**src/rtl/wnm_pkg.sv**
```systemverilog
// Shared constants, types and helpers of the wildcard name matcher.
package wnm_pkg;

  localparam int unsigned CFG_DATA_W      = 64;
  localparam int unsigned CFG_IDX_W       = 3;
  localparam int unsigned LEN_REG_W       = 6;
  localparam int unsigned PAT_WORDS       = 4;
  localparam int unsigned PAT_BYTES       = 32;
  localparam int unsigned DEF_MAX_PATTERN = 32;
  localparam int unsigned MID_DEPTH       = 2;
  localparam int unsigned OUT_DEPTH       = 4;

  localparam logic [7:0] STAR_CHAR = 8'h2A;
  localparam logic [7:0] ANY_CHAR  = 8'h3F;

  localparam logic [CFG_IDX_W-1:0] REG_PAT_LOW    = 3'd0;
  localparam logic [CFG_IDX_W-1:0] REG_PAT_SECOND = 3'd1;
  localparam logic [CFG_IDX_W-1:0] REG_PAT_THIRD  = 3'd2;
  localparam logic [CFG_IDX_W-1:0] REG_PAT_HIGH   = 3'd3;
  localparam logic [CFG_IDX_W-1:0] REG_PAT_LEN    = 3'd4;

  typedef struct packed {
    logic present;
    logic last;
  } wnm_flags_t;

  // Map ASCII upper case to lower case, leave every other byte alone.
  function automatic logic [7:0] fold_case(input logic [7:0] c);
    logic [7:0] r;
    r = c;
    if (c >= 8'h41 && c <= 8'h5A) begin
      r = c | 8'h20;
    end
    return r;
  endfunction

endpackage

```
**src/rtl/wnm_fifo.sv**
```systemverilog
// Small generic queue with flop storage, used between front and back and at the result side.
module wnm_fifo #(
  parameter int unsigned WIDTH = 1,
  parameter int unsigned DEPTH = 2
) (
  input  logic                       clk_i,
  input  logic                       rst_ni,
  input  logic                       wr_i,
  input  logic [WIDTH-1:0]           wdata_i,
  input  logic                       rd_i,
  output logic [WIDTH-1:0]           rdata_o,
  output logic                       full_o,
  output logic                       empty_o,
  output logic [$clog2(DEPTH+1)-1:0] count_o
);

  localparam int unsigned PW = (DEPTH > 1) ? $clog2(DEPTH) : 1;
  localparam int unsigned CW = $clog2(DEPTH+1);

  logic [WIDTH-1:0] mem_q [DEPTH];
  logic [PW-1:0]    wptr_q, wptr_d, rptr_q, rptr_d;
  logic [CW-1:0]    cnt_q, cnt_d;
  logic             do_wr, do_rd;

  assign full_o  = (cnt_q == CW'(DEPTH));
  assign empty_o = (cnt_q == '0);
  assign count_o = cnt_q;
  assign rdata_o = mem_q[rptr_q];
  assign do_wr   = wr_i && !full_o;
  assign do_rd   = rd_i && !empty_o;

  always_comb begin
    wptr_d = wptr_q;
    rptr_d = rptr_q;
    cnt_d  = cnt_q;
    if (do_wr) begin
      wptr_d = (wptr_q == PW'(DEPTH-1)) ? '0 : wptr_q + 1'b1;
    end
    if (do_rd) begin
      rptr_d = (rptr_q == PW'(DEPTH-1)) ? '0 : rptr_q + 1'b1;
    end
    if (do_wr && !do_rd) begin
      cnt_d = cnt_q + 1'b1;
    end else if (do_rd && !do_wr) begin
      cnt_d = cnt_q - 1'b1;
    end
  end

  always_ff @(posedge clk_i or negedge rst_ni) begin
    if (!rst_ni) begin
      wptr_q <= '0;
      rptr_q <= '0;
      cnt_q  <= '0;
    end else begin
      wptr_q <= wptr_d;
      rptr_q <= rptr_d;
      cnt_q  <= cnt_d;
    end
  end

  always_ff @(posedge clk_i) begin
    if (do_wr) begin
      mem_q[wptr_q] <= wdata_i;
    end
  end

endmodule

```
**src/rtl/wnm_front.sv**
```systemverilog
// Front end: takes input beats, drops idle ones, compares the character against every pattern byte.
module wnm_front import wnm_pkg::*; #(
  parameter int unsigned MAX_PATTERN = DEF_MAX_PATTERN
) (
  input  logic                     push_i,
  input  logic                     queue_full_i,
  input  logic [7:0]               name_char_i,
  input  wnm_flags_t               flags_i,
  input  logic [MAX_PATTERN*8-1:0] lit_i,
  output logic                     wr_o,
  output logic [MAX_PATTERN-1:0]   eq_o,
  output wnm_flags_t               flags_o
);

  logic [7:0] ch_fold;

  assign ch_fold = fold_case(name_char_i);

  // Beats with neither a character nor an end leave the state untouched: drop them here.
  assign wr_o    = push_i && !queue_full_i && (flags_i.present || flags_i.last);
  assign flags_o = flags_i;

  always_comb begin
    for (int p = 0; p < MAX_PATTERN; p++) begin
      eq_o[p] = (lit_i[p*8 +: 8] == ch_fold);
    end
  end

endmodule

```
**src/rtl/wnm_back.sv**
```systemverilog
// Back end: holds the active position vector, advances it per character and resolves verdicts.
module wnm_back import wnm_pkg::*; #(
  parameter int unsigned MAX_PATTERN = DEF_MAX_PATTERN,
  parameter int unsigned OUT_SLOTS   = OUT_DEPTH
) (
  input  logic                              clk_i,
  input  logic                              rst_ni,
  input  logic                              head_valid_i,
  input  logic [MAX_PATTERN-1:0]            head_eq_i,
  input  wnm_flags_t                        head_flags_i,
  input  logic [MAX_PATTERN:0]              star_i,
  input  logic [MAX_PATTERN:0]              any_i,
  input  logic [MAX_PATTERN:0]              len_mask_i,
  input  logic [$clog2(MAX_PATTERN+1)-1:0]  eff_len_i,
  input  logic [$clog2(OUT_SLOTS+1)-1:0]    out_cnt_i,
  output logic                              head_pop_o,
  output logic                              res_wr_o,
  output logic                              res_o
);

  localparam int unsigned N   = MAX_PATTERN + 1;
  localparam int unsigned LVL = $clog2(N);
  localparam int unsigned CW  = $clog2(OUT_SLOTS+1);

  // Close a set over runs of stars: a parallel prefix over (active, star-before) pairs.
  function automatic logic [N-1:0] close_stars(input logic [N-1:0] s,
                                               input logic [N-1:0] stars);
    logic [N-1:0] g;
    logic [N-1:0] pr;
    g  = s;
    pr = {stars[N-2:0], 1'b0};
    for (int l = 0; l < LVL; l++) begin
      g  = g | (pr & (g << (1 << l)));
      pr = pr & (pr << (1 << l));
    end
    return g;
  endfunction

  logic [N-1:0] act_q, act_d;
  logic [N-1:0] pend_vec_q, pend_vec_d;
  logic         pend_v_q, pend_v_d;
  logic [N-1:0] cur_closed, hit, step_vec, new_vec, pend_closed;
  logic         room, fire;

  assign cur_closed = close_stars(act_q, star_i);
  assign hit        = ({1'b0, head_eq_i} | any_i) & len_mask_i & ~star_i;
  assign step_vec   = (cur_closed & star_i) | {cur_closed[N-2:0] & hit[N-2:0], 1'b0};
  assign new_vec    = head_flags_i.present ? step_vec : act_q;

  // An ending beat needs a free result slot, counting the verdict still being resolved.
  assign room       = ((CW+1)'(out_cnt_i) + (CW+1)'(pend_v_q)) < (CW+1)'(OUT_SLOTS);
  assign fire       = head_valid_i && (!head_flags_i.last || room);
  assign head_pop_o = fire;

  always_comb begin
    act_d      = act_q;
    pend_vec_d = pend_vec_q;
    pend_v_d   = fire && head_flags_i.last;
    if (fire) begin
      pend_vec_d = new_vec;
      act_d      = head_flags_i.last ? N'(1) : new_vec;
    end
  end

  assign pend_closed = close_stars(pend_vec_q, star_i);
  assign res_wr_o    = pend_v_q;
  assign res_o       = pend_closed[eff_len_i];

  always_ff @(posedge clk_i or negedge rst_ni) begin
    if (!rst_ni) begin
      act_q    <= N'(1);
      pend_v_q <= 1'b0;
    end else begin
      act_q    <= act_d;
      pend_v_q <= pend_v_d;
    end
  end

  always_ff @(posedge clk_i) begin
    pend_vec_q <= pend_vec_d;
  end

endmodule

```
**src/rtl/wildcard_name_matcher.sv**
```systemverilog
// Top level of the wildcard name matcher: configuration, front, queues and back.
//
//  channel   direction  handshake           fields
//  input     in         push / full         name_char_i, char_present_i, name_end_i
//  result    out        empty / pop         matched_o
//  config    in         cfg_we_i            cfg_idx_i, cfg_wdata_i
//
// One character per cycle while the back end does not stall; its active-vector update
// (star closure, step) sets that figure. A verdict goes through a pending register into
// the result queue. Reset clears the queues and the pattern registers and leaves only
// position 0 active. A full result queue stalls only ending beats in the back end; the
// front keeps filling its two-entry queue until that fills and raises full.
module wildcard_name_matcher import wnm_pkg::*; #(
  parameter int unsigned MAX_PATTERN = DEF_MAX_PATTERN
) (
  input  logic                  clk_i,
  input  logic                  rst_ni,
  input  logic                  push,
  output logic                  full,
  input  logic [7:0]            name_char_i,
  input  logic                  char_present_i,
  input  logic                  name_end_i,
  output logic                  empty,
  input  logic                  pop,
  output logic                  matched_o,
  input  logic                  cfg_we_i,
  input  logic [CFG_IDX_W-1:0]  cfg_idx_i,
  input  logic [CFG_DATA_W-1:0] cfg_wdata_i
);

  localparam int unsigned N    = MAX_PATTERN + 1;
  localparam int unsigned LENW = $clog2(MAX_PATTERN+1);
  localparam int unsigned MIDW = MAX_PATTERN + $bits(wnm_flags_t);
  localparam int unsigned OCW  = $clog2(OUT_DEPTH+1);

  logic [CFG_DATA_W-1:0]    pat_q [PAT_WORDS];
  logic [LEN_REG_W-1:0]     len_q;
  logic [LENW-1:0]          eff_len;
  logic [MAX_PATTERN*8-1:0] lit;
  logic [N-1:0]             star, any_m, len_mask;

  wnm_flags_t               in_flags, fr_flags, hd_flags;
  logic                     fr_wr;
  logic [MAX_PATTERN-1:0]   fr_eq, hd_eq;
  logic [MIDW-1:0]          hd_data;
  logic                     mid_full, mid_empty, mid_rd;
  logic                     res_wr, res_val, out_full;
  logic [OCW-1:0]           out_cnt;

  // Configuration registers.
  always_ff @(posedge clk_i or negedge rst_ni) begin
    if (!rst_ni) begin
      for (int w = 0; w < PAT_WORDS; w++) begin
        pat_q[w] <= '0;
      end
      len_q <= '0;
    end else if (cfg_we_i) begin
      case (cfg_idx_i)
        REG_PAT_LOW:    pat_q[0] <= cfg_wdata_i;
        REG_PAT_SECOND: pat_q[1] <= cfg_wdata_i;
        REG_PAT_THIRD:  pat_q[2] <= cfg_wdata_i;
        REG_PAT_HIGH:   pat_q[3] <= cfg_wdata_i;
        REG_PAT_LEN:    len_q    <= cfg_wdata_i[LEN_REG_W-1:0];
        default: ;
      endcase
    end
  end

  assign eff_len = (len_q > LEN_REG_W'(MAX_PATTERN)) ? LENW'(MAX_PATTERN) : LENW'(len_q);

  // Decode the pattern: positions past the stored bytes read as zero.
  for (genvar p = 0; p < MAX_PATTERN; p++) begin : g_pat
    logic [7:0] pbyte;
    if (p < PAT_BYTES) begin : g_stored
      assign pbyte = pat_q[p/8][(p%8)*8 +: 8];
    end else begin : g_blank
      assign pbyte = 8'h00;
    end
    assign lit[p*8 +: 8] = fold_case(pbyte);
    assign len_mask[p]   = (LENW'(p) < eff_len);
    assign star[p]       = len_mask[p] && (pbyte == STAR_CHAR);
    assign any_m[p]      = len_mask[p] && (pbyte == ANY_CHAR);
  end
  assign len_mask[MAX_PATTERN] = 1'b0;
  assign star[MAX_PATTERN]     = 1'b0;
  assign any_m[MAX_PATTERN]    = 1'b0;

  assign in_flags.present = char_present_i;
  assign in_flags.last    = name_end_i;

  wnm_front #(
    .MAX_PATTERN(MAX_PATTERN)
  ) u_front (
    .push_i      (push),
    .queue_full_i(mid_full),
    .name_char_i (name_char_i),
    .flags_i     (in_flags),
    .lit_i       (lit),
    .wr_o        (fr_wr),
    .eq_o        (fr_eq),
    .flags_o     (fr_flags)
  );

  assign full = mid_full;

  wnm_fifo #(
    .WIDTH(MIDW),
    .DEPTH(MID_DEPTH)
  ) u_mid_q (
    .clk_i  (clk_i),
    .rst_ni (rst_ni),
    .wr_i   (fr_wr),
    .wdata_i({fr_eq, fr_flags}),
    .rd_i   (mid_rd),
    .rdata_o(hd_data),
    .full_o (mid_full),
    .empty_o(mid_empty),
    .count_o()
  );

  assign hd_eq    = hd_data[MIDW-1 -: MAX_PATTERN];
  assign hd_flags = wnm_flags_t'(hd_data[$bits(wnm_flags_t)-1:0]);

  wnm_back #(
    .MAX_PATTERN(MAX_PATTERN),
    .OUT_SLOTS  (OUT_DEPTH)
  ) u_back (
    .clk_i       (clk_i),
    .rst_ni      (rst_ni),
    .head_valid_i(!mid_empty),
    .head_eq_i   (hd_eq),
    .head_flags_i(hd_flags),
    .star_i      (star),
    .any_i       (any_m),
    .len_mask_i  (len_mask),
    .eff_len_i   (eff_len),
    .out_cnt_i   (out_cnt),
    .head_pop_o  (mid_rd),
    .res_wr_o    (res_wr),
    .res_o       (res_val)
  );

  wnm_fifo #(
    .WIDTH(1),
    .DEPTH(OUT_DEPTH)
  ) u_out_q (
    .clk_i  (clk_i),
    .rst_ni (rst_ni),
    .wr_i   (res_wr),
    .wdata_i(res_val),
    .rd_i   (pop),
    .rdata_o(matched_o),
    .full_o (out_full),
    .empty_o(empty),
    .count_o(out_cnt)
  );

  // A verdict must always find a free slot: the back end reserves it before it fires.
  a_no_result_drop: assert property (@(posedge clk_i) disable iff (!rst_ni)
    res_wr |-> !out_full)
    else $error("verdict written into a full result queue");

  // Idle beats never reach the back end.
  a_idle_dropped: assert property (@(posedge clk_i) disable iff (!rst_ni)
    (push && !full && !char_present_i && !name_end_i) |-> !fr_wr)
    else $error("idle beat entered the front queue");

  // Every ending beat taken by the back end yields exactly one verdict on the next cycle.
  a_verdict_follows: assert property (@(posedge clk_i) disable iff (!rst_ni)
    (mid_rd && hd_flags.last) |=> res_wr)
    else $error("ending beat produced no verdict");

endmodule

```
**config.mk**
```make
export PLATFORM = sky130hd
export DESIGN_NAME = wildcard_name_matcher
export DESIGN_NICKNAME = d
export VERILOG_FILES = /design/src/rtl/wnm_pkg.sv /design/src/rtl/wnm_fifo.sv /design/src/rtl/wnm_front.sv /design/src/rtl/wnm_back.sv /design/src/rtl/wildcard_name_matcher.sv
export SDC_FILE = /design/constraint.sdc
export NUM_CORES = 1
export LEC_CHECK = 0
export BUFFER_PORTS_ARGS = -buffer_cell sky130_fd_sc_hd__buf_2
export CORE_MARGIN = 2
export CORE_UTILIZATION = 40
export DETAILED_ROUTE_END_ITERATION = 6
export GPL_ROUTABILITY_DRIVEN = 1
export GPL_TIMING_DRIVEN = 0
export PLACE_DENSITY = 0.59
export SKIP_LAST_GASP = 1
export SYNTH_ARGS = -nofsm -noshare
export SYNTH_HDL_FRONTEND = slang
export SYNTH_SLANG_ARGS = --single-unit
export TNS_END_PERCENT = 50
```
**constraint.sdc**
```tcl
create_clock -name clk_i -period 10.7 [get_ports clk_i]
set_input_delay 0 -clock clk_i [delete_from_list [all_inputs] [get_ports clk_i]]
set_output_delay 0 -clock clk_i [all_outputs]
set_load 0.02 [all_outputs]
```
# Word-level counts from Yosys, hierarchy flattened
# Memory sizes are Yosys's and may differ from the RTL's.
# Cells that the tools add are included.
# Widths: inputs -> output; s select.
dict set report word_totals {
  register_bits 340
  latchBits 0
  ramBits 72
  romBits 0
  out_inout_bits 3
  elab_cells 446
  n_memories 2
}
# memory words word_bits rd rd_clocked_by_memory_dff wr line
set mem_list {}
lappend mem_list {u_mid_q.mem_q 2 34 1 0 1 wnm_fifo.sv:20} ;# logic [WIDTH-1:0] mem_q [DEPTH];
lappend mem_list {u_out_q.mem_q 4 1 1 0 1 wnm_fifo.sv:20}
dict set report op_classes {
  add_sub_neg 9
  multipliers 0
  div 0
  order_cmp 101
  eq_ne 104
  shift 0
  muxes 50
  bitwise 36
  reduce_logical 130
}
# operator n
set ops {}
lappend ops {{$and 33x33->33} 17}
lappend ops {{$eq 8x6->1 const B} 64}
lappend ops {{$or 33x33->33} 13}
lappend ops {{$ge 8x7->1 const B} 33}
lappend ops {{$le 8x7->1 const B} 33}
lappend ops {{$eq 8x8->1} 32}
lappend ops {{$mux 6} 34}
lappend ops {{$logic_and 1x1->1} 109}
lappend ops {{$and 32x32->32} 3}
lappend ops {{$lt 5x6->1 const A} 16}
lappend ops {{$mux 33} 2}
lappend ops {{$lt 4x6->1 const A} 8}
lappend ops {{$and 33x32->33} 1}
lappend ops {{$not 32->32} 1}
lappend ops {{$or 32x32->32} 1}
lappend ops {{$lt 3x6->1 const A} 4}
lappend ops {{$lt 1x6->1 const A} 2}
lappend ops {{$lt 2x6->1 const A} 2}
lappend ops {{$reduce_and 2->1} 5}
lappend ops {{$logic_not 1->1} 9}
lappend ops {{$mux 2} 4}
lappend ops {{$lt 6x7->1 const B} 1}
lappend ops {{$mux 1} 7}
lappend ops {{$add 2x1->2 const B} 3}
lappend ops {{17 further kinds} 26}

# Depth between registers and ports, before layout
# Gate-level depths: netlist of the first run.
dict set report depth {
  word_depth 20
  ltp_mapped 15
  mapped_depth_nobuf 11
}

# Cells and area by module
# A second synthesis of the first run with hierarchy kept.
dict set report unflattened {
  hier_cells 2303
  area_unflattened_um2 24607.4
}
# mod n_inst cells_each area_each_um2
set by_module_without_submodules {}
lappend by_module_without_submodules {wildcard_name_matcher 1 1028 12378.1}
lappend by_module_without_submodules {wnm_back 1 674 5426.5}
lappend by_module_without_submodules {wnm_front 1 434 3389.5}
lappend by_module_without_submodules {{wnm_fifo at u_mid_q} 1 125 2801.4}
lappend by_module_without_submodules {{wnm_fifo at u_out_q} 1 42 611.8}

# Least setup slack after synthesis of the first run
# Ideal clock, no wire load.
dict set report synth_timing {
  path_type {register -> register}
  start {register u_mid_q.cnt_q[1] (netlist: u_mid_q.count_o[1])}
  end {memory u_mid_q.mem_q[0][0] (netlist bit) (enable)}
  setup_time_ns 0.468
  arrival_ns 3.016
  t_required_ns 10.232
  path_slack_ns 7.216
  path_stages_with_launch 3
  path_buffers 0
  period_less_slack_ns 3.484
  path_cell_list {dfrtp_1 -> nor2b_1 -> nor3_1}
}
dict set report synth_via {
  elab_chain_len 7
}
# element line
set synth_rtl {}
lappend synth_rtl {{start: declaration} wnm_fifo.sv:22} ;# logic [CW-1:0] cnt_q, cnt_d;
lappend synth_rtl {{start signal: assignment} wnm_fifo.sv:57} ;# cnt_q <= cnt_d;
lappend synth_rtl {{$eq 2x2->1 (*)} wnm_fifo.sv:25} ;# assign full_o = (cnt_q == CW'(DEPTH));
lappend synth_rtl {{named net full} wildcard_name_matcher.sv:19} ;# output logic full,
lappend synth_rtl {{$logic_not 1->1 (*)} {wnm_fifo.sv:29, wnm_front.sv:20}}
lappend synth_rtl {{$logic_and 1x1->1 (2 in a row)} wnm_front.sv:20} ;# assign wr_o = push_i && !queue_full_i && (flags_i.present || flags_i.last);
lappend synth_rtl {{$logic_and 1x1->1 (*)} wnm_fifo.sv:29} ;# assign do_wr = wr_i && !full_o;
lappend synth_rtl {{$mux 1 (*)} wnm_fifo.sv:62} ;# if (do_wr) begin
lappend synth_rtl {{$mux 1 (not written as such) (*)} wnm_fifo.sv:63} ;# mem_q[wptr_q] <= wdata_i;
lappend synth_rtl {{end: declaration} wnm_fifo.sv:20}
# The timed path passes the listed nets; every way through them passes the cells marked *.

# Worst setup path after layout of the first run
dict set report layout_timing {
  start {register pat_q, in the netlist g_pat[3].pbyte[0]}
  end {register u_back.pend_vec_q[29], data pin}
}
dict set report layout_via {
  elab_chain_len 14
}
# element line
set layout_rtl {}
lappend layout_rtl {{start: declaration} wildcard_name_matcher.sv:36} ;# logic [CFG_DATA_W-1:0] pat_q [PAT_WORDS];
lappend layout_rtl {{$eq 8x6->1 (*)} wildcard_name_matcher.sv:81} ;# assign star[p] = len_mask[p] && (pbyte == STAR_CHAR);
lappend layout_rtl {{$logic_and 1x1->1 (*)} wildcard_name_matcher.sv:81}
lappend layout_rtl {{$and 33x33->33 (on tied branches)} {wnm_back.sv:34, wnm_back.sv:33}}
lappend layout_rtl {{$and 33x33->33, or another cell as far along} wnm_back.sv:33} ;# g = g | (pr & (g << (1 << l)));
lappend layout_rtl {{$or 33x33->33 or $and 33x33->33 (tied branches)} wnm_back.sv:33}
lappend layout_rtl {{$or 33x33->33} wnm_back.sv:33}
lappend layout_rtl {{$and 33x33->33} wnm_back.sv:33}
lappend layout_rtl {{$or 33x33->33} wnm_back.sv:33}
lappend layout_rtl {{$and 33x33->33} wnm_back.sv:33}
lappend layout_rtl {{$or 33x33->33} wnm_back.sv:33}
lappend layout_rtl {{$or 33x33->33 (*)} wnm_back.sv:33}
lappend layout_rtl {{$and 33x32->33 or $and 32x32->32 (tied branches)} wnm_back.sv:47} ;# assign step_vec = (cur_closed & star_i) | {cur_closed[N-2:0] & hit[N-2:0], 1'b0};
lappend layout_rtl {{$or 33x33->33 (*)} wnm_back.sv:47}
lappend layout_rtl {{$mux 33 (*)} wnm_back.sv:48} ;# assign new_vec = head_flags_i.present ? step_vec : act_q;
lappend layout_rtl {{named net u_back.new_vec[29]} wnm_back.sv:42} ;# logic [N-1:0] cur_closed, hit, step_vec, new_vec, pend_closed;
lappend layout_rtl {{end signal: assignment} wnm_back.sv:80} ;# pend_vec_q <= pend_vec_d;
lappend layout_rtl {{end: declaration} wnm_back.sv:40} ;# logic [N-1:0] pend_vec_q, pend_vec_d;
# Marked as above.
# A chain may end at the register's enable or synchronous reset.

==> impl_metrics.tcl, run 1 <==
set metrics [dict create \
    wire_per_inst_um 26.9 \
    grt_max_degree 117 \
    antenna_found_initial 2 \
    drive_gt1_share_pct 18.4 \
    arrival_ns 5.43 \
    max_freq_mhz 199 \
    setup_viol 0 \
    synth_top_family_by_area "simple AND/OR/NAND/NOR gates" \
    cts_buffers 46 \
    synthMuxAreaShare_pct 13.1 \
    drt-total-wl_mm 91.9 \
    num-fill-cells 5663 \
    root_buffer "clkbuf_16" \
    cpPeakStageDelay_ns 1.21 \
    postSynthCellCount 2387 \
    cts_buffer_depth 3 \
    clock_sinks 412 \
    layout_common_cells "dfrtp_1, mux2_2, xnor2_1, nor2_1, nand2_1" \
    fp.dieArea_sq_mm 0.0630 \
    die_h_um 251 \
    grt_use_total_pct 28.9 \
    synth_edf_count 105 \
    synthSimpleGateAreaFrac_pct 15.2 \
    finalCritPeriodShare_pct 46.9 \
    synth_top_flop_cell "dfrtp_1" \
    synthArstFlopShare_pct 74.5 \
    hpwlAfterDp_mm 68.0 \
    leakagePower_nw 10.5 \
    insertion_delay_ns 0.61 \
    detail-route-antenna-nets 0 \
    synth-seq-area-share_pct 44.4 \
    gp_congestion 0.975 \
    grt_pass1_vias 20455 \
    initial_utilization_pct 40.5 \
    end_kind "flip-flop" \
    synth_seq_cells 412 \
    htree_levels 2 \
    overflow 0 \
    path_buf_inv 0 \
    io_pins 85 \
    drt_first_iter_violations 2150 \
    grt_setup_unrepaired "no" \
    cts_tree "yes" \
    finalNetCount 2688 \
    maxSlewHeadroom_pct -2.00 \
    drt-pass1-iter-count 6 \
    netlist_area_sq_mm 0.0244 \
    synth.avg_cell_area_sq_um 10.2 \
    die_w_um 251 \
    ir_drop_mv 0.139 \
    io_buffers 76 \
    viasPerCell 6.23 \
    core_sq_mm 0.0604 \
    final_common_cell "dfrtp_1" \
    hold_class "in2reg" \
    areaGrowthSynthToFinish_pct 15.8 \
    cp_max_fo 6 \
    grt_pass1_wl_mm 136 \
    violations "max-capacitance violations, max-slew violations" \
    hold_violations 0 \
    synth_nets 2477 \
    drc 0 \
    worst_pin_slew_ns 1.52 \
    fin_skew_ns 0.0305 \
    slew_viol_final 7 \
    postCtsSetupBuffers 0 \
    dp_slack_ns 5.92 \
    vias 21301 \
    ys_types 97 \
    layout_setup_ws_ns 5.68 \
    p_per_area_mw_per_mm2 218 \
    fin_crit_ns 5.02 \
    synth-xor-area-share_pct 9.47 \
    critPathTopFamily "simple AND/OR/NAND/NOR gates" \
    multi_input_area_sq_mm 0.0130 \
    yosysWarnings 0 \
    reg2reg_slack_ns 5.68 \
    status "finished, violations left" \
    fin_setup_tns_ns 0 \
    clk_pin_slew_worst_paths_ns 0.07 \
    rows 90 \
    synth_compound_area_share_pct 14.9 \
    max_cap_viol_count 1 \
    synthAdderAreaFrac_pct 0.441 \
    required_ns 11.12 \
    crit_path_cell_trace "nor4b_1, nand3_1, or2_2, nor3_1, o211a_1, o211ai_1, and3_1, o41ai_1, a22oi_1, a21oi_1" \
    slowest_stage "nor4b_1" \
    path_class "reg2reg" \
    register_area_sq_mm 0.0108 \
    cp-start-kind "flip-flop" \
]
logic make-up (layout without fill, tap and decap cells):
| group | Yosys count | after routing |
|---|---|---|
| compound gates | 532 | 532 |
| xor+xnor | 264 | 264 |
| fa+ha+maj | 8 | 8 |
| buf+inv | 158 | 406 |
| flops | 412 | 412 |
| mux | 286 | 286 |
| other cells | 0 | 1 |
| simple gates | 727 | 727 |
per-stage QoR:
step / cell area [sq um] / power, mW / utilization [%] / cells / hold slack, ns
global placement: 25800 / 4.46 / 42.7 / 3245 / 0.226
global route: 28300 / 6.47 / 46.8 / 3417 / 0.0411
finish: 28300 / 6.17 / 46.8 / 3418 / 0.0446
CTS: 28200 / 6.15 / 46.8 / 3416 / 0.0246
floorplan: 24400 / 3.75 / - / 2387 / -0.296
detailed placement: 26000 / 4.53 / 43.1 / 3256 / -0.0318
cell usage after synthesis, drive strengths merged (17+ instances only):
cell type | count | area [sq um]
dfrtp | 306 | 7660
mux2 | 253 | 2850
xnor2 | 227 | 1990
nor2 | 176 | 663
nand2 | 155 | 582
a21oi | 131 | 656
o21ai | 110 | 554
edfxtp | 105 | 3150
nor3 | 94 | 480
nand3 | 84 | 425
clkbuf | 81 | 304
nand4 | 49 | 307
a31oi | 48 | 300
inv | 47 | 176
xor2 | 37 | 324
mux2i | 32 | 320
or3 | 31 | 194
buf | 30 | 135
a21o | 27 | 203
and2 | 23 | 146
a22o | 22 | 193
a2111oi | 19 | 231
nor4 | 17 | 125
where the power goes:
| group | switching (mW) | leakage [nW] | internal (mW) |
|---|---|---|---|
| Clock | 0.677 | 0.732 | 0.916 |
| Sequential | 0.445 | 4.77 | 2.04 |
| Combinational | 1.26 | 5.00 | 0.839 |
flip-flops by register name (all words and copies together), names as in the netlist, 2 cells and up:
| signal | count |
|---|---|
| g_pat.pbyte | 256 |
| u_mid_q.mem_q | 68 |
| u_back.act_q | 33 |
| u_back.pend_vec_q | 33 |
| len_q | 6 |
| u_out_q.mem_q | 4 |
| u_out_q.count_o | 3 |
| u_mid_q.count_o | 2 |
| u_out_q.rptr_q | 2 |
| u_out_q.wptr_q | 2 |
tightest hold or removal path, cell delays in order:
cell,delay (ns)
buf_2,0.11
nand2_1,0.05
nor3_1,0.16
mux2_2,0.27
routing by layer:
| layer | track usage, % | share of wire, % | wire length [um] |
|---|---|---|---|
| met3 | 5.27 | 8.3 | 7630 |
| met1 | 37.9 | 40 | 37000 |
| met4 | 12.5 | 4.5 | 4160 |
| met5 | 0 | 0 | 0 |
| met2 | 46.8 | 47 | 43100 |
area by class of cell:
type | count | share of cell area (%)
flip-flops and latches | 412 | 38.3
diodes | 1 | 0.00885
clock inverters | 13 | 0.482
well taps | 782 | 3.46
repair buffers | 163 | 4.73
inverters | 47 | 0.624
clock buffers | 72 | 4.78
plain buffers | 111 | 1.57
multi-input cells | 1817 | 46.0
worst paths after layout:
check / cells after the start / to / start
worst max register to register: 10 / u_back.pend_vec_q[29]$_DFFE_PP_ / g_pat[3].pbyte[0]$_DFFE_PN0P_
worst min-delay path: 4 / len_q[4]$_DFFE_PN0P_ / cfg_idx_i[2]
max in group asynchronous: 6 / u_back.act_q[27]$_DFFE_PN0P_ / rst_ni
worst min register to register: 1 / u_mid_q.count_o[1]$_DFFE_PN0P_ / u_mid_q.count_o[1]$_DFFE_PN0P_
worst max-delay path: 10 / u_back.pend_vec_q[29]$_DFFE_PP_ / g_pat[3].pbyte[0]$_DFFE_PN0P_
min in group asynchronous: 3 / u_back.act_q[0]$_DFFE_PN1P_ / rst_ni
timing repair:
| item | CTS | global route |
|---|---|---|
| gates resized for setup | 0 | 0 |
| hold buffers | 75 | 0 |
| hold endpoints to repair | 403 | 0 |
(Power assumes the default switching activity.)
==> inputs of run 2 (changes only) <==
Settings changed: ABC_AREA from default to 1, PLACE_DENSITY 0.59 to 0.61.
Clock period 10.7 ns to 4.2 ns, I/O delays scaled along.
==> impl_metrics.tcl, run 2 <==
set metrics [dict create \
    leakagePower_nw 13.0 \
    synthSimpleGateAreaFrac_pct 27.2 \
    cts_buffer_depth 3 \
    synthAdderAreaFrac_pct 0.418 \
    yosysWarnings 0 \
    ir_drop_mv 0.330 \
    synthTopCellsByArea "dfrtp_1, edfxtp_1, nand2_1" \
    clk_pin_slew_worst_paths_ns 0.07 \
    drt-total-wl_mm 101 \
    synthMuxAreaShare_pct 0.238 \
    dpl_cell_area_sq_mm 0.0273 \
    synth-seq-area-share_pct 42.1 \
    clock_sinks 412 \
    wire_per_inst_um 22.5 \
    detail-route-antenna-nets 0 \
    areaGrowthSynthToFinish_pct 15.4 \
    rows 92 \
    dp_slack_ns -0.429 \
    die_w_um 258 \
    die_h_um 258 \
    hold_violations 6 \
    yosysTopAreaCellShare_pct 29.8 \
    drt_first_iter_violations 2807 \
    synth_top_family_by_area "simple AND/OR/NAND/NOR gates" \
    cts_tree "yes" \
    cp-start-kind "flip-flop" \
    synth_common_cells "nand2_1, inv_1, o21ai_0" \
    violations "negative hold slack, max-capacitance violations, max-slew violations" \
    fp.dieArea_sq_mm 0.0663 \
    largest_register_ffs 256 \
    synth_top_area_cell "dfrtp_1" \
    setup_viol 0 \
    insertion_delay_ns 0.62 \
    fin_area_sq_mm 0.0297 \
    finalNetCount 3690 \
    drc 0 \
    synth.avg_cell_area_sq_um 7.58 \
    root_buffer "clkbuf_16" \
    status "finished, violations left" \
    antenna_found_initial 2 \
    finalCritPeriodShare_pct 96.8 \
    synth.most_common_cell "nand2_1" \
    layout_setup_ws_ns 0.136 \
    worst_pin_slew_ns 1.56 \
    layout_common_cells "nand2_1, inv_1, o21ai_0, dfrtp_1, nor2_1" \
    grt_use_total_pct 30.1 \
    core_sq_mm 0.0633 \
    final_common_cell "nand2_1" \
    synth_seq_cells 412 \
    grt_max_degree 112 \
    rr_startpoint "u_mid_q.rptr_q$_DFFE_PN0P_" \
    drive_gt1_share_pct 8.46 \
    maxSlewHeadroom_pct -3.86 \
    viasPerCell 5.53 \
    fin_hold_ws_ns -0.0537 \
    netlist_area_sq_mm 0.0257 \
    synth-xor-area-share_pct 8.21 \
    drt-pass1-iter-count 5 \
    r2r-end "u_mid_q.count_o[1]$_DFFE_PN0P_" \
    cts_buffers 49 \
    overflow 0 \
    required_ns 4.68 \
    hpwlAfterDp_mm 76.9 \
    max_cap_viol_count 3 \
    hold_class "in2async" \
    fin_skew_ns 0.0375 \
    synthArstFlopShare_pct 74.5 \
    grt_pass1_wl_mm 149 \
    synth_compound_area_share_pct 13.3 \
    p_per_area_mw_per_mm2 555 \
    postCtsSetupBuffers 0 \
    ys_types 66 \
    fin_crit_ns 4.06 \
    vias 24790 \
    synth_edf_count 105 \
    grt_setup_unrepaired "no" \
    postSynthCellCount 3395 \
    power_mw 16.5 \
    reg2reg_slack_ns 0.14 \
    io_pins 85 \
    gp_congestion 1.05 \
    max_freq_mhz 246 \
    path_class "reg2reg" \
    grt_pass1_vias 22955 \
    htree_levels 2 \
    synth_top_flop_cell "dfrtp_1" \
    r2r_cells 12 \
    end_kind "flip-flop" \
    antennaDiodeCount 0 \
    io_buffers 77 \
    slew_viol_final 33 \
    cp_max_fo 11 \
    arrival_ns 4.54 \
    initial_utilization_pct 40.6 \
    fin_util_pct 46.9 \
    synth_nets 3485 \
]
## run 2: cell type report
| cell class | instances | area (sq um) |
|---|---|---|
| tap | 846 | 1060 |
| buffer | 119 | 502 |
| clock inverter | 20 | 235 |
| sequential | 412 | 10800 |
| inverter | 443 | 1670 |
| clock buffer | 71 | 1390 |
| fill | 6500 | 33600 |
| timing repair buffer | 156 | 1270 |
| multi-input combinational | 2419 | 12700 |
## run 2: repair_timing
item | 4_1_cts | 5_1_grt
resized for setup | 2 | 0
hold buffers | 73 | 0
endpoints found under the hold margin | 364 | 0
setup endpoints to repair | 2 | 0
## run 2: critical path, stage by stage, from the launching register on
cell and delay [ns]:
dfrtp_1 0.80, clkinvlp_4 0.61, nand2_1 0.16, nand2_1 0.06
inv_1 0.06, nand2_1 0.39, nand2_2 0.50, inv_1 0.10
clkbuf_1 0.40, ha_1 0.46, a21oi_1 0.12, o21ai_0 0.11
xor2_1 0.15
## run 2: worst max-delay path by stage
stage / start / endpoint / slack (ns) / cells after the start
floorplan: u_mid_q.rptr_q$_DFFE_PN0P_ / u_back.pend_vec_q[0]$_DFFE_PP_ / 1.27 / 9
global placement: rst_ni / g_pat[28].pbyte[5]$_DFFE_PN0P_ / -3.32 / 1
detailed placement: u_mid_q.rptr_q$_DFFE_PN0P_ / u_mid_q.count_o[1]$_DFFE_PN0P_ / -0.43 / 14
CTS: u_mid_q.rptr_q$_DFFE_PN0P_ / u_mid_q.count_o[1]$_DFFE_PN0P_ / 0.19 / 12
global route: u_mid_q.rptr_q$_DFFE_PN0P_ / u_mid_q.count_o[1]$_DFFE_PN0P_ / 0.04 / 12
finish: u_mid_q.rptr_q$_DFFE_PN0P_ / u_mid_q.count_o[1]$_DFFE_PN0P_ / 0.14 / 12
## run 2: power breakdown
part | internal [mW] | switching [mW] | leakage [nW] | total [mW]
logic | 1.87 | 4.10 | 7.33 | 5.97
clock network | 2.50 | 1.85 | 0.796 | 4.35
registers | 5.19 | 0.956 | 4.90 | 6.15
total | 9.56 | 6.90 | 13.0 | 16.5
## run 2: through the flow
stage / instances / hold slack [ns] / TNS, ns
2_1_floorplan: 3395 / -0.296 / 0
3_3_place_gp: 4318 / 0.223 / -1050.11
3_5_place_dp: 4324 / 0.0877 / -0.608
4_1_cts: 4486 / 0.0297 / 0
5_1_grt: 4486 / 0.0532 / 0
6_report: 4486 / -0.0537 / 0
## run 2: metal layers
layer	part of all wire (%)	up-vias	GRT usage [%]	routed length, um
li1	-	11585	-	-
met1	42	11881	41.8	42600
met2	45	1110	46.9	45300
met3	8.7	210	5.06	8830
met4	4.4	4	12.1	4450
met5	0.023	-	0	23
## run 2: cell families after synthesis
group / after synthesis
and+or+nand+nor: 1577
xor gates and xnor gates: 241
buffers and inverters: 564
DFF: 412
adders and majority gates: 8
muxes: 6
AOI/OAI and AO/OA: 587
==> inputs of run 3 (changes only) <==
Settings changed: PLACE_DENSITY 0.61 to 0.59.
Clock period 4.2 ns to 4.9 ns, I/O delays scaled along.
==> impl_metrics.tcl, run 3 (same netlist as run 2, synthesis figures left out) <==
set metrics [dict create \
    hold_violations 13 \
    rows 92 \
    wl_met1_mm 45.0 \
    comb_power_share_pct 36.2 \
    max_cap_viol_count 4 \
    slew_viol_final 33 \
    p_sw_mw 5.94 \
    drt_first_iter_violations 2667 \
    required_ns 5.40 \
    cts_buffers 48 \
    arrival_ns 5.29 \
    status "finished, violations left" \
    fp.dieArea_sq_mm 0.0663 \
    die_h_um 258 \
    drive_gt1_share_pct 8.35 \
    violations "negative hold slack, max-capacitance violations, max-slew violations" \
    crit_path_cell_trace "clkbuf_1, inv_1, clkbuf_1, nand2_1, nand2_1, inv_1, nand2_1, nand2_1, inv_1, clkbuf_1, ha_1, a21oi_1, o21ai_0, xor2_1" \
    root_buffer "clkbuf_16" \
    wl_met2_mm 45.6 \
    r2r-end "u_mid_q.count_o[1]$_DFFE_PN0P_" \
    drc 0 \
    highest_layer "met4" \
    clockPowerShare_pct 26.9 \
    grt_pass1_wl_mm 151 \
    antennaDiodeCount 0 \
    fin_setup_tns_ns 0 \
    grt_max_degree 113 \
    cpPeakStageDelay_ns 0.68 \
    reg2reg_slack_ns 0.11 \
    core_sq_mm 0.0633 \
    viasPerCell 5.55 \
    leakagePower_nw 13.1 \
    cp_common_cell "nand2_1" \
    finalNetCount 3691 \
    critPathTopFamily "buffers and inverters" \
    switching_share_pct 41.8 \
    cts_buffer_depth 3 \
    setup_viol 0 \
    clock_sinks 412 \
    ir_drop_mv 0.293 \
    r2r_cells 14 \
    drt-pass1-iter-count 6 \
    io_buffers 77 \
    detail-route-antenna-nets 0 \
    path_buf_inv 6 \
    overflow 0 \
    cp_max_fo 10 \
    worst_pin_slew_ns 1.56 \
    grt_setup_unrepaired "no" \
    grt_use_total_pct 30.6 \
    grt_pass1_vias 23330 \
    cts_tree "yes" \
    antenna_found_initial 0 \
    drt-total-wl_mm 102 \
    slowest_stage "clkbuf_1" \
    die_w_um 258 \
    fin_crit_ns 4.79 \
    vias 24911 \
    areaGrowthSynthToFinish_pct 15.5 \
    wl_met3_mm 7.96 \
    wire_per_inst_um 22.8 \
    gp_congestion 1.02 \
    io_pins 85 \
    htree_levels 2 \
    postCtsSetupBuffers 0 \
    fin_skew_ns 0.0463 \
    end_kind "flip-flop" \
    hpwlAfterDp_mm 77.1 \
    initial_utilization_pct 40.6 \
    finalCritPeriodShare_pct 97.7 \
    layout_common_cells "nand2_1, inv_1, o21ai_0, dfrtp_1, nor2_1" \
    max_freq_mhz 209 \
    path_class "reg2reg" \
    cp-start-kind "flip-flop" \
    largest_register_ffs 256 \
    hold_class "in2async" \
    p_per_area_mw_per_mm2 479 \
    fin_hold_ws_ns -0.0655 \
    internal-power_mw 8.28 \
    rr_startpoint "u_mid_q.rptr_q$_DFFE_PN0P_" \
    maxSlewHeadroom_pct -4.09 \
    seq_power_share_pct 36.9 \
    final_common_cell "nand2_1" \
    insertion_delay_ns 0.64 \
    fin_util_pct 46.9 \
    clk_pin_slew_worst_paths_ns 0.06 \
]
==> run 3: how the worst max path moves through the flow <==
stage,startpoint,depth (start not counted),endpoint
2_1_floorplan,u_mid_q.rptr_q$_DFFE_PN0P_,9,u_back.pend_vec_q[0]$_DFFE_PP_
3_3_place_gp,rst_ni,1,g_pat[13].pbyte[3]$_DFFE_PN0P_
3_5_place_dp,u_mid_q.rptr_q$_DFFE_PN0P_,14,u_mid_q.count_o[1]$_DFFE_PN0P_
4_1_cts,u_mid_q.rptr_q$_DFFE_PN0P_,14,u_mid_q.count_o[1]$_DFFE_PN0P_
5_1_grt,u_mid_q.rptr_q$_DFFE_PN0P_,14,u_mid_q.count_o[1]$_DFFE_PN0P_
6_report,u_mid_q.rptr_q$_DFFE_PN0P_,14,u_mid_q.count_o[1]$_DFFE_PN0P_
==> run 3: final cells by class <==
cell class                      instances  area, sq um
Tap cell                              846         1060
Inverter                              443         1670
Sequential cell                       412        10800
Multi-Input combinational cell       2419        12700
Buffer                                121          514
Timing Repair Buffer                  156         1260
Clock inverter                         26          294
Clock buffer                           64         1360
Fill cell                            6500        33600
==> run 3: worst register-to-register path, cell delays in order, from the launching register on <==
cell      delay [ns]
dfrtp_1         0.37
clkbuf_1        0.40
inv_1           0.18
clkbuf_1        0.68
nand2_1         0.11
nand2_1         0.09
inv_1           0.05
nand2_1         0.49
nand2_1         0.67
inv_1           0.23
clkbuf_1        0.61
ha_1            0.39
a21oi_1         0.13
o21ai_0         0.11
xor2_1          0.15
==> run 3: per-layer routing <==
layer	global-route usage, %	vias up
met5	0	-
met4	11.1	0
met3	5.46	171
met2	47.9	982
met1	42.4	12169
li1	-	11589
==> run 3: repair_timing <==
| item | in CTS | in global routing |
|---|---|---|
| setup endpoints to repair | 0 | 0 |
| gates resized for setup | 0 | 0 |
| endpoints found under the hold margin | 358 | 0 |
| hold buffers | 73 | 0 |
==> run 3: power by group through the flow <==
stage	clock, mW	sequential (mW)	combinational (mW)
after floorplan	0	5.06	3.26
after detailed placement	0	5.27	4.99
after CTS	3.84	5.22	5.05
after global placement	0	5.30	4.88
final	3.82	5.25	5.15
after global routing	3.98	5.34	5.62
==> run 3: per-stage QoR <==
stage	std cells	hold WS [ns]	total power [mW]	setup WS, ns	area [sq um]
final	4487	-0.0655	14.2	0.114	29700
after global routing	4487	0.0357	14.9	0.00429	29700
after CTS	4486	0.0296	14.1	0.162	29700
after detailed placement	4323	0.0551	10.3	0.180	27300
after global placement	4318	0.220	10.2	-2.63	27200
after floorplan	3395	-0.296	8.32	1.97	25700
